## src/sv/ccl_pkg.sv

```systemverilog
// Package: widths, state and action codes, character classes and the next-state table.
package ccl_pkg;

  localparam int LINE_WIDTH = 24;
  localparam int COL_WIDTH  = 16;

  // Lexer state codes; the current code is also reported as token_class.
  localparam logic [3:0] ST_DELIM    = 4'd0;
  localparam logic [3:0] ST_SQUOTE   = 4'd1;
  localparam logic [3:0] ST_DQUOTE   = 4'd2;
  localparam logic [3:0] ST_SLASH    = 4'd3;
  localparam logic [3:0] ST_COMMENT  = 4'd4;
  localparam logic [3:0] ST_SINGLE   = 4'd5;
  localparam logic [3:0] ST_OPER     = 4'd6;
  localparam logic [3:0] ST_NUMBER   = 4'd7;
  localparam logic [3:0] ST_IDENT    = 4'd8;
  localparam logic [3:0] ST_SPACE    = 4'd9;
  localparam logic [3:0] ST_PREPROC  = 4'd10;
  localparam logic [3:0] ST_QCLOSED  = 4'd11;

  // Result action codes.
  localparam logic [2:0] ACT_APPEND  = 3'd0;
  localparam logic [2:0] ACT_START   = 3'd1;
  localparam logic [2:0] ACT_SKIP    = 3'd2;
  localparam logic [2:0] ACT_ILLEGAL = 3'd3;
  localparam logic [2:0] ACT_ESCAPE  = 3'd4;
  localparam logic [2:0] ACT_END     = 3'd5;

  localparam logic [7:0] CH_NEWLINE   = 8'h0A;
  localparam logic [7:0] CH_TAB       = 8'h09;
  localparam logic [7:0] CH_SPACE     = 8'h20;
  localparam logic [7:0] CH_BACKSLASH = 8'h5C;
  localparam logic [7:0] CH_HASH      = 8'h23;
  localparam logic [7:0] CH_SQUOTE    = 8'h27;
  localparam logic [7:0] CH_DQUOTE    = 8'h22;
  localparam logic [7:0] CH_SLASH     = 8'h2F;
  localparam logic [7:0] CH_DOT       = 8'h2E;

  typedef struct packed {
    logic [3:0]            lex_state;
    logic                  escape_pending;
    logic [LINE_WIDTH-1:0] line_count;
    logic [COL_WIDTH-1:0]  column_count;
  } ccl_state_t;

  typedef struct packed {
    logic [7:0]            out_byte;
    logic [2:0]            action;
    logic [3:0]            token_class;
    logic [LINE_WIDTH-1:0] line_number;
    logic [COL_WIDTH-1:0]  column_number;
  } ccl_result_t;

  function automatic logic is_alpha(input logic [7:0] b);
    return (b >= 8'h61 && b <= 8'h7A) || (b >= 8'h41 && b <= 8'h5A) || b == 8'h5F;
  endfunction

  function automatic logic is_digit(input logic [7:0] b);
    return b >= 8'h30 && b <= 8'h39;
  endfunction

  function automatic logic is_space(input logic [7:0] b);
    return b == CH_SPACE || b == CH_TAB || b == CH_NEWLINE;
  endfunction

  function automatic logic is_single(input logic [7:0] b);
    logic r;
    case (b)
      8'h3B, 8'h28, 8'h29, 8'h7B, 8'h7D, 8'h5B, 8'h5D, 8'h2C, 8'h3F, 8'h7E: r = 1'b1;
      default: r = 1'b0;
    endcase
    return r;
  endfunction

  function automatic logic is_oper(input logic [7:0] b);
    logic r;
    case (b)
      8'h21, 8'h40, 8'h23, 8'h24, 8'h25, 8'h5E, 8'h26, 8'h2A,
      8'h2D, 8'h2B, 8'h3D, 8'h3A, 8'h3C, 8'h3E, 8'h7C: r = 1'b1;
      default: r = 1'b0;
    endcase
    return r;
  endfunction

  // Next machine state for byte b in state s; ST_QCLOSED and undefined codes lead to delimiter.
  function automatic logic [3:0] next_state(input logic [3:0] s, input logic [7:0] b);
    logic [3:0] n;
    n = ST_DELIM;
    case (s)
      ST_SQUOTE, ST_DQUOTE, ST_COMMENT, ST_PREPROC: begin
        if (b == CH_NEWLINE) n = ST_DELIM;
        else if (s == ST_SQUOTE && b == CH_SQUOTE) n = ST_QCLOSED;
        else if (s == ST_DQUOTE && b == CH_DQUOTE) n = ST_QCLOSED;
        else n = s;
      end
      ST_DELIM, ST_SLASH, ST_SINGLE, ST_OPER, ST_NUMBER, ST_IDENT, ST_SPACE: begin
        if (b == CH_HASH) n = ST_PREPROC;
        else if (b == CH_SQUOTE) n = ST_SQUOTE;
        else if (b == CH_DQUOTE) n = ST_DQUOTE;
        else begin
          case (s)
            ST_DELIM: begin
              if (is_alpha(b)) n = ST_IDENT;
              else if (is_digit(b)) n = ST_NUMBER;
              else if (is_space(b)) n = ST_SPACE;
              else if (is_single(b) || b == CH_DOT) n = ST_SINGLE;
              else if (is_oper(b)) n = ST_OPER;
              else if (b == CH_SLASH) n = ST_SLASH;
              else n = ST_DELIM;
            end
            ST_IDENT:  n = (is_alpha(b) || is_digit(b)) ? ST_IDENT : ST_DELIM;
            ST_NUMBER: n = (is_alpha(b) || is_digit(b) || b == CH_DOT) ? ST_NUMBER : ST_DELIM;
            ST_SPACE:  n = is_space(b) ? ST_SPACE : ST_DELIM;
            ST_OPER:   n = is_oper(b) ? ST_OPER : ST_DELIM;
            ST_SLASH: begin
              if (b == CH_SLASH) n = ST_COMMENT;
              else n = is_oper(b) ? ST_OPER : ST_DELIM;
            end
            default: n = ST_DELIM;
          endcase
        end
      end
      default: n = ST_DELIM;
    endcase
    return n;
  endfunction

endpackage

```

## src/sv/ccl_if.sv

```systemverilog
// Channel interfaces of the lexer: text input, result output and configuration write.
interface ccl_text_if;
  logic       valid;
  logic       ready;
  logic [7:0] text_byte;
  logic       end_marker;

  modport source (output valid, output text_byte, output end_marker, input ready);
  modport sink (input valid, input text_byte, input end_marker, output ready);
endinterface

interface ccl_result_if;
  logic                           valid;
  logic                           ready;
  logic [7:0]                     out_byte;
  logic [2:0]                     action;
  logic [3:0]                     token_class;
  logic [ccl_pkg::LINE_WIDTH-1:0] line_number;
  logic [ccl_pkg::COL_WIDTH-1:0]  column_number;

  modport source (output valid, output out_byte, output action, output token_class,
                  output line_number, output column_number, input ready);
  modport sink (input valid, input out_byte, input action, input token_class,
                input line_number, input column_number, output ready);
endinterface

interface ccl_cfg_if;
  logic valid;
  logic ready;
  logic skip_whitespace;

  modport source (output valid, output skip_whitespace, input ready);
  modport sink (input valid, input skip_whitespace, output ready);
endinterface

```

## src/sv/ccl_step.sv

```systemverilog
// One lexer step: result and next state for one transaction, purely combinational.
module ccl_step (
  input  ccl_pkg::ccl_state_t  cur,
  input  logic                 skip_whitespace,
  input  logic [7:0]           text_byte,
  input  logic                 end_marker,
  output ccl_pkg::ccl_result_t res,
  output ccl_pkg::ccl_state_t  nxt
);

  logic [3:0] n_run;
  logic [3:0] n_start;
  logic       at_start;

  assign n_run    = ccl_pkg::next_state(cur.lex_state, text_byte);
  assign n_start  = ccl_pkg::next_state(ccl_pkg::ST_DELIM, text_byte);
  // A running token that falls back to delimiter is closed; the byte starts a new one.
  assign at_start = (cur.lex_state == ccl_pkg::ST_DELIM) || (n_run == ccl_pkg::ST_DELIM);

  always_comb begin
    res.out_byte      = text_byte;
    res.action        = ccl_pkg::ACT_APPEND;
    res.token_class   = n_run;
    res.line_number   = cur.line_count;
    res.column_number = cur.column_count;
    nxt               = cur;

    if (end_marker) begin
      res.out_byte          = '0;
      res.action            = ccl_pkg::ACT_END;
      res.token_class       = ccl_pkg::ST_DELIM;
      nxt.lex_state         = ccl_pkg::ST_DELIM;
      nxt.escape_pending    = 1'b0;
      nxt.line_count        = ccl_pkg::LINE_WIDTH'(1);
      nxt.column_count      = '0;
    end else if (cur.escape_pending) begin
      res.action         = ccl_pkg::ACT_ESCAPE;
      res.token_class    = cur.lex_state;
      nxt.escape_pending = 1'b0;
    end else begin
      if (at_start) begin
        if (skip_whitespace && ccl_pkg::is_space(text_byte)) begin
          res.action      = ccl_pkg::ACT_SKIP;
          res.token_class = ccl_pkg::ST_DELIM;
        end else begin
          res.action      = (n_start == ccl_pkg::ST_DELIM) ? ccl_pkg::ACT_ILLEGAL
                                                           : ccl_pkg::ACT_START;
          res.token_class = n_start;
        end
      end
      nxt.lex_state = res.token_class;

      if (text_byte == ccl_pkg::CH_NEWLINE) begin
        if (cur.line_count != '1) nxt.line_count = cur.line_count + 1'b1;
        nxt.column_count = '0;
      end else if (cur.column_count != '1) begin
        nxt.column_count = cur.column_count + 1'b1;
      end

      nxt.escape_pending = (res.action == ccl_pkg::ACT_APPEND ||
                            res.action == ccl_pkg::ACT_START) &&
                           (text_byte == ccl_pkg::CH_BACKSLASH);
    end
  end

endmodule

```

## src/sv/char_class_lexer_dfa.sv

```systemverilog
// Top level of the character-class lexer: registers, handshakes and the step logic.
// A result appears in the output register in the cycle after its input transaction.
// Throughput: one transaction per cycle unless the consumer stalls the output register.
// The input is ready whenever the output register is empty or is being emptied.
// Reset (rst, synchronous): state delimiter, no escape, line 1, column 0,
// skip_whitespace 0, output register empty; no transaction is taken during reset.
module char_class_lexer_dfa (
  input  logic                clk,
  input  logic                rst,
  ccl_text_if.sink            text,
  ccl_result_if.source        result,
  ccl_cfg_if.sink             cfg
);

  // Lexer state carried from one transaction to the next.
  ccl_pkg::ccl_state_t  state;
  ccl_pkg::ccl_state_t  state_next;
  ccl_pkg::ccl_result_t step_res;

  // Output register and its occupancy flag.
  ccl_pkg::ccl_result_t res_reg;
  logic                 res_valid;

  // Configuration register.
  logic skip_whitespace;

  logic text_take;

  // The configuration port is ready whenever reset is low; writes must arrive
  // only while the lexer is idle, which the block itself does not enforce.
  assign cfg.ready = !rst;

  always_ff @(posedge clk) begin
    if (rst) begin
      skip_whitespace <= 1'b0;
    end else if (cfg.valid && cfg.ready) begin
      skip_whitespace <= cfg.skip_whitespace;
    end
  end

  // The output register frees up in the same cycle it is taken, so a new
  // transaction can enter every cycle while the consumer keeps up.
  assign text.ready = !rst && (!res_valid || result.ready);
  assign text_take  = text.valid && text.ready;

  // All work for a byte is done between the state registers and the output register.
  ccl_step u_step (
    .cur             (state),
    .skip_whitespace (skip_whitespace),
    .text_byte       (text.text_byte),
    .end_marker      (text.end_marker),
    .res             (step_res),
    .nxt             (state_next)
  );

  always_ff @(posedge clk) begin
    if (rst) begin
      state.lex_state      <= ccl_pkg::ST_DELIM;
      state.escape_pending <= 1'b0;
      state.line_count     <= ccl_pkg::LINE_WIDTH'(1);
      state.column_count   <= '0;
    end else if (text_take) begin
      state <= state_next;
    end
  end

  always_ff @(posedge clk) begin
    if (rst) begin
      res_valid <= 1'b0;
    end else if (text_take) begin
      res_valid <= 1'b1;
    end else if (result.ready) begin
      res_valid <= 1'b0;
    end
  end

  // Payload needs no reset; it is only looked at while res_valid is set.
  always_ff @(posedge clk) begin
    if (text_take) begin
      res_reg <= step_res;
    end
  end

  assign result.valid         = res_valid;
  assign result.out_byte      = res_reg.out_byte;
  assign result.action        = res_reg.action;
  assign result.token_class   = res_reg.token_class;
  assign result.line_number   = res_reg.line_number;
  assign result.column_number = res_reg.column_number;

endmodule

```

## src/flat_wrapper.sv

```systemverilog
// flat-port wrapper written by rule: the top's interface ports become plain ports
module char_class_lexer_dfa_flat 
  (clk, rst, text_valid, text_text_byte, text_end_marker, text_ready, result_valid, result_out_byte, result_action, result_token_class, result_line_number, result_column_number, result_ready, cfg_valid, cfg_skip_whitespace, cfg_ready);
  ccl_text_if text_i ();
  ccl_result_if result_i ();
  ccl_cfg_if cfg_i ();
  input  logic clk;
  input  logic rst;
  input wire logic [$bits(text_i.valid)-1:0] text_valid;
  input wire logic [$bits(text_i.text_byte)-1:0] text_text_byte;
  input wire logic [$bits(text_i.end_marker)-1:0] text_end_marker;
  output wire logic [$bits(text_i.ready)-1:0] text_ready;
  output wire logic [$bits(result_i.valid)-1:0] result_valid;
  output wire logic [$bits(result_i.out_byte)-1:0] result_out_byte;
  output wire logic [$bits(result_i.action)-1:0] result_action;
  output wire logic [$bits(result_i.token_class)-1:0] result_token_class;
  output wire logic [$bits(result_i.line_number)-1:0] result_line_number;
  output wire logic [$bits(result_i.column_number)-1:0] result_column_number;
  input wire logic [$bits(result_i.ready)-1:0] result_ready;
  input wire logic [$bits(cfg_i.valid)-1:0] cfg_valid;
  input wire logic [$bits(cfg_i.skip_whitespace)-1:0] cfg_skip_whitespace;
  output wire logic [$bits(cfg_i.ready)-1:0] cfg_ready;
  assign text_i.valid = text_valid;
  assign text_i.text_byte = text_text_byte;
  assign text_i.end_marker = text_end_marker;
  assign text_ready = text_i.ready;
  assign result_valid = result_i.valid;
  assign result_out_byte = result_i.out_byte;
  assign result_action = result_i.action;
  assign result_token_class = result_i.token_class;
  assign result_line_number = result_i.line_number;
  assign result_column_number = result_i.column_number;
  assign result_i.ready = result_ready;
  assign cfg_i.valid = cfg_valid;
  assign cfg_i.skip_whitespace = cfg_skip_whitespace;
  assign cfg_ready = cfg_i.ready;
  char_class_lexer_dfa u_core (.clk(clk), .rst(rst), .text(text_i), .result(result_i), .cfg(cfg_i));
endmodule
```

## config.mk

```make
export PLATFORM = sky130hd
export DESIGN_NAME = char_class_lexer_dfa_flat
export DESIGN_NICKNAME = d
export VERILOG_FILES = /design/src/sv/ccl_pkg.sv /design/src/sv/ccl_if.sv /design/src/sv/ccl_step.sv /design/src/sv/char_class_lexer_dfa.sv /design/src/flat_wrapper.sv
export SDC_FILE = /design/constraint.sdc
export NUM_CORES = 1
export LEC_CHECK = 0
export BUFFER_PORTS_ARGS = -buffer_cell sky130_fd_sc_hd__buf_2
export CORE_ASPECT_RATIO = 1.5
export CORE_MARGIN = 2
export CORE_UTILIZATION = 35
export DETAILED_ROUTE_END_ITERATION = 8
export PLACE_DENSITY = 0.5
export RECOVER_POWER = 25
export SETUP_SLACK_MARGIN = 0.4
export SLEW_MARGIN = 20
export SYNTH_ARGS = -nofsm -noshare
export SYNTH_HDL_FRONTEND = slang
export SYNTH_SLANG_ARGS = --single-unit
```

## constraint.sdc

```tcl
create_clock -name clk -period 10.85 [get_ports clk]
set_input_delay 0.5425 -clock clk [delete_from_list [all_inputs] [get_ports clk]]
set_output_delay 0.5425 -clock clk [all_outputs]
set_load 0.02 [all_outputs]
```

* Word-level counts from Yosys, hierarchy flattened
Cells that the tools add are included.
Word-level totals: register bits 102, output and inout bits 58, logic and storage cells 191
Operators by class: add/sub/neg operators 2, magnitude comparators 6, eq/ne operators 48, muxes and demuxes 84, reduce and logical (&&, ||, !) cells 39
Operators by type and width (count):
- equality test 8 x 6 -> 1 bit (second input constant) | 22
- equality test 8 x 7 -> 1 bit (second input constant) | 10
- two-way mux 4 bit | 18
- two-way mux 24 bit | 2
- two-way mux 45 bit | 1
- two-way mux 1 bit | 43
- two-way mux 40 bit | 1
- two-way mux 16 bit | 2
- adder 24 x 1 -> 24 bit (second input constant) | 1
- two-way mux 3 bit | 8
- inequality test 24 bit (second input constant) | 1
- one-hot mux 4 bit (6 select lines) | 1
- adder 16 x 1 -> 16 bit (second input constant) | 1
- equality test 4 x 3 -> 1 bit (second input constant) | 4
- equality test 8 x 4 -> 1 bit (second input constant) | 2
- greater-or-equal comparator 8 x 7 -> 1 bit (second input constant) | 2
- less-or-equal comparator 8 x 7 -> 1 bit (second input constant) | 2
- inequality test 16 bit (second input constant) | 1
- OR reduction 15 bit | 1
- two-way mux 7 bit | 2
- equality test 4 bit (second input constant) | 3
- logical NOT 4 bit | 3
- two-way mux 6 bit | 2
- logical OR 1 bit | 11
- 21 further kinds | 35

* Longest topological paths before layout
depth after elaboration 41, depth in mapped cells 11, depth with buffers taken out 9

* Modules after synthesis
Synthesis repeated with hierarchy kept, for this count alone.
Second synthesis, totals: cells, all modules 638, area total of the unflattened synthesis 5903.2 sq um
By module, submodules not included:
- char_class_lexer_dfa | times used 1, cells an instance 260, area an instance 3587.2 sq um, sequential area each 2592.5 sq um
- ccl_step | times used 1, cells an instance 378, area an instance 2316.0 sq um, sequential area each 0.0 sq um

* Worst setup path before layout
No wires, ideal clock.
kind input to register, start point input rst, end point register u_core.state[39] (netlist bit), arrival time 7.357 ns, slack 3.366 ns, cell stages on the path 10, path buffers 2, cell sequence clkbuf_1 -> nor3b_1 -> o21ai_1 -> a311oi_2 -> and3_1 -> buf_4 -> nand4_2 -> nor3_1 -> xnor2_1 -> nor2_1
Between the ends: longest elaborated chain between the ends 4
RTL lines:
- start: declaration | line flat_wrapper.sv:8 | input logic rst;
- logical NOT 1 bit | line char_class_lexer_dfa.sv:43 | assign text.ready = !rst && (!res_valid || result.ready);
- logical AND 1 bit | line char_class_lexer_dfa.sv:43
- logical AND 1 bit | line char_class_lexer_dfa.sv:44 | assign text_take = text.valid && text.ready;
- via u_core.text_take | line char_class_lexer_dfa.sv:27 | logic text_take;
- AND reduction 4 bit (no line)
- end signal: assignment | line char_class_lexer_dfa.sv:63 | state <= state_next;
- end: declaration | line char_class_lexer_dfa.sv:16 | ccl_pkg::ccl_state_t state;
The timed path passes the listed nets, and every way through them passes these cells. A chain may end at the register's enable or synchronous reset.

* Final worst setup path
start point input text_text_byte[2], end point register u_core.state[39] (netlist bit)
Between the ends: longest elaborated chain between the ends 3
RTL lines:
- start: declaration | line flat_wrapper.sv:10 | input wire logic [$bits(text_i.text_byte)-1:0] text_text_byte;
- equality test 8 x 4 -> 1 bit | line ccl_step.sv:53 | if (text_byte == ccl_pkg::CH_NEWLINE) begin
- nonzero test 2 bit (no line)
- AND reduction 4 bit (no line)
No other way between the ends.

==> PnR_summary.wiki <==
{| class="wikitable"
! Metric !! Value
|-
| Total number of placement rows || 52
|-
| First-pass GRT wire length || 18300 µm
|-
| Hold_sp || text_valid
|-
| TritonCTS Buffers || 9
|-
| Relative max-transition margin || 33.3%
|-
| Signed area change from the synthesized netlist to the final layout || 16.0%
|-
| Initial DRT Pass Iterations || 6
|-
| RSZ-0062 raised after global routing || false
|-
| Clock Latency Late Sink || 0.34 ns
|-
| Clock tree from TritonCTS || done
|-
| Biggest area contributors in the synthesized netlist || edfxtp_1, dfxtp_1, nor2_1
|-
| Leakage power total || 1.92 nW
|-
| Data arrival at the endpoint of the critical path || 3.37 ns
|-
| DP HPWL || 8290 µm
|-
| Hold Crit Endpoint || u_core.result.valid
|-
| Antenna Diode Count || 0
|-
| Total cell area at the placement stage || 5330 µm²
|-
| Largest clock skew in the final design || 0.00549 ns
|-
| Required @ worst endpoint || 11.05 ns
|-
| Least-Margin Pin Slew || 0.991 ns
|-
| Die Width || 100 µm
|-
| Initial standard-cell utilization of the core || 36.0%
|-
| Leading area contributor after synthesis || edfxtp_1
|-
| Hold path cells || 3
|-
| Via count normalized by instance count || 5.57
|-
| Number of unique standard cell types used by synthesis || 72
|-
| Dominant synthesized flop cell || edfxtp_1
|-
| Proportion of synthesized chip area in sequential cells || 53.2%
|-
| Clock-pin slew on the worst setup and hold paths || 0.06 ns
|-
| Buffer levels on the longest clock path || 2
|-
| Leading cell types by count after synthesis || nor2_1, edfxtp_1, dfxtp_1
|-
| Number of global-route vias before repair || 3665
|-
| Cell at the root of the clock tree || clkbuf_16
|-
| Fraction of synthesized cell area taken by the top area cell type || 33.9%
|-
| # port buffers || 72
|-
| Run status || finished clean
|-
| Crit path launch type || input pin
|-
| Total standard cell area after synthesis || 4870 µm²
|-
| Antenna violation net count after detailed routing || 0
|-
| Area of the placeable core || 13500 µm²
|-
| Buffers inserted during post-CTS setup optimization || 0
|-
| Total detailed-routing wirelength || 11600 µm
|-
| # setup viols final || 0
|-
| Critical R2R Launch || u_core.state[18]
|-
| GRT Overall Usage || 15.6%
|-
| Max frequency || 315 MHz
|-
| Dominant cell by count in the synthesized netlist || nor2_1
|-
| Floorplan die height || 149 µm
|-
| IR Drop Worst-Case VDD || 0.0865 mV
|-
| Path category of the worst min-delay check || input pin to flop
|-
| Total Power Consumption || 0.840 mW
|-
| Total count of max-transition violations in the final report || 0
|-
| Final Hold Violating Endpoints || 0
|-
| Worst setup path class || input pin to flop
|-
| Synthesized net count || 499
|-
| Synthesized instance count || 482
|-
| Path depth of the worst reg2reg path || 9
|-
| Count of state elements after synthesis || 102
|-
| Critical Path Fanout Max || 21
|-
| Gp weighted congestion || 0.851
|-
| Yosys warnings || 0
|-
| Power density of the placed cells || 149 nW/µm²
|-
| Die Outline Area || 14900 µm²
|-
| Top-level I/O count || 73
|-
| Antenna violations before repair || 0
|-
| Vias || 3929
|-
| Number of sinks handled by clock tree synthesis || 102
|-
| Capture point of the worst reg-to-reg path || u_core.state[39]
|-
| Register-to-register path setup slack || 7.97 ns
|-
| Maximum number of pins on one net before global-route repair || 59
|-
| Post-Syn Area per Cell || 10.1 µm²
|-
| Category of the worst setup path capture point || flop
|-
| Fraction of layout instances using a drive strength above 1 || 18.6%
|-
| Total of hold buffers inserted after clock tree synthesis || 0
|-
| Number of enable flip-flop cells after synthesis || 55
|-
| Proportion of synthesized flip-flops having asynchronous set or reset || 0%
|-
| Number of DRC violations after detailed-routing iteration 0 || 283
|-
| Nets || 556
|-
| CTS HTree Levels || 3
|-
| Routed length per instance || 16.4 µm
|-
| Final standard cell area without fillers || 5650 µm²
|-
| Maximum Capacitance Violations || 0
|-
| Residual overflow from global routing || 0
|-
| Number of gates resized after cts || 0
|-
| Tmin final || 3.18 ns
|-
| Final clock period utilization by the worst path || 29.3%
|-
| Number of remaining DRC errors || 0
|-
| Setup TNS after final layout || 0 ns
|}
-- cells by family (layout without fill, tap and decap cells) --
| kind of cell | Yosys count | count (layout) | share of synthesized area, % |
|---|---|---|---|
| AO/OA/AOI/OAI | 90 | 90 | 12.9 |
| XOR/XNOR | 27 | 27 | 4.85 |
| adder cells (fa/ha/maj) | 2 | 2 | 0.514 |
| buffers and inverters | 40 | 102 | 3.52 |
| flip-flops | 102 | 102 | 53.2 |
| multiplexers | 3 | 3 | 0.642 |
| AND/OR/NAND/NOR | 218 | 218 | 24.4 |
-- sequential cells by signal, summed over array words and instances (netlist names) --
name                         flops
u_core.state                    45
u_core.result.line_number       24
u_core.result.column_number     16
u_core.result.out_byte           8
u_core.result.token_class        4
u_core.result.action             3
u_core.result.valid              1
u_core.skip_whitespace           1
-- per-layer routing --
layer  wire, µm  up-vias  track usage (%)
li1           -     1894                -
met1       4600     1871             18.2
met2       6020      135             27.5
met3        630       29             3.10
met4        312        0             6.30
met5          0        -                0
-- through the flow --
stage | hold slack [ns] | setup WS [ns] | util, % | instances
floorplan | 0.423 | 3.37 | - | 482
global placement | 0.442 | 7.21 | 39.3 | 690
detailed placement | 0.450 | 7.07 | 39.3 | 690
CTS | 0.425 | 7.44 | 41.7 | 706
global route | 0.470 | 7.39 | 41.8 | 706
finish | 0.434 | 7.67 | 41.8 | 706
-- critical path, cell delays in order --
cell and delay, ns:
buf_2 0.21, or4_1 0.55, nor3_2 0.36, nor2_1 0.23, a311oi_2 0.40, and3_1 0.40
nand4_2 0.24, nor3_1 0.24, xnor2_1 0.15, nor2_1 0.05
-- where the power goes --
| part | switching [mW] | internal [mW] | total [mW] |
|---|---|---|---|
| Combinational | 0.0521 | 0.0232 | 0.0753 |
| Sequential | 0.00453 | 0.417 | 0.421 |
| Clock | 0.139 | 0.205 | 0.343 |
| Total | 0.195 | 0.645 | 0.840 |
-- worst max path at each step --
stage / start / slack (ns) / depth (start not counted) / end
floorplan: rst / 3.37 / 10 / u_core.state[39]
global placement: text_text_byte[2] / 7.21 / 9 / u_core.state[12]
detailed placement: text_text_byte[2] / 7.07 / 9 / u_core.state[12]
CTS: text_text_byte[2] / 7.44 / 9 / u_core.state[12]
global route: text_text_byte[2] / 7.39 / 10 / u_core.state[39]
finish: text_text_byte[2] / 7.67 / 10 / u_core.state[39]
-- layout make-up --
class                      instances  area [µm²]
clock buffer                      10         229
clock inverter                     6        93.8
fill                            1327        7880
inverter                          13        48.8
multi-input combinational        340        2120
sequential                       102        2590
tap                              162         203
timing repair buffer              73         363
-- cell usage in the layout, fill, tap and decap left out, drive strengths merged, types with 3 or more instances in the layout --
cell type and count:
a21oi 20, a311o 3, a31o 4, and2 3
and3 11, and4 5, buf 69, clkbuf 14
dfxtp 47, edfxtp 55, inv 15, nand2 29
nand2b 6, nand3 16, nand4 16, nor2 62
nor2b 13, nor3 13, nor3b 8, nor4 6
nor4bb 3, o2111ai 3, o211ai 5, o21ai 25
or2 3, or3 10, or4 4, or4b 3
xnor2 16, xor2 11
(Power assumes the default switching activity.)
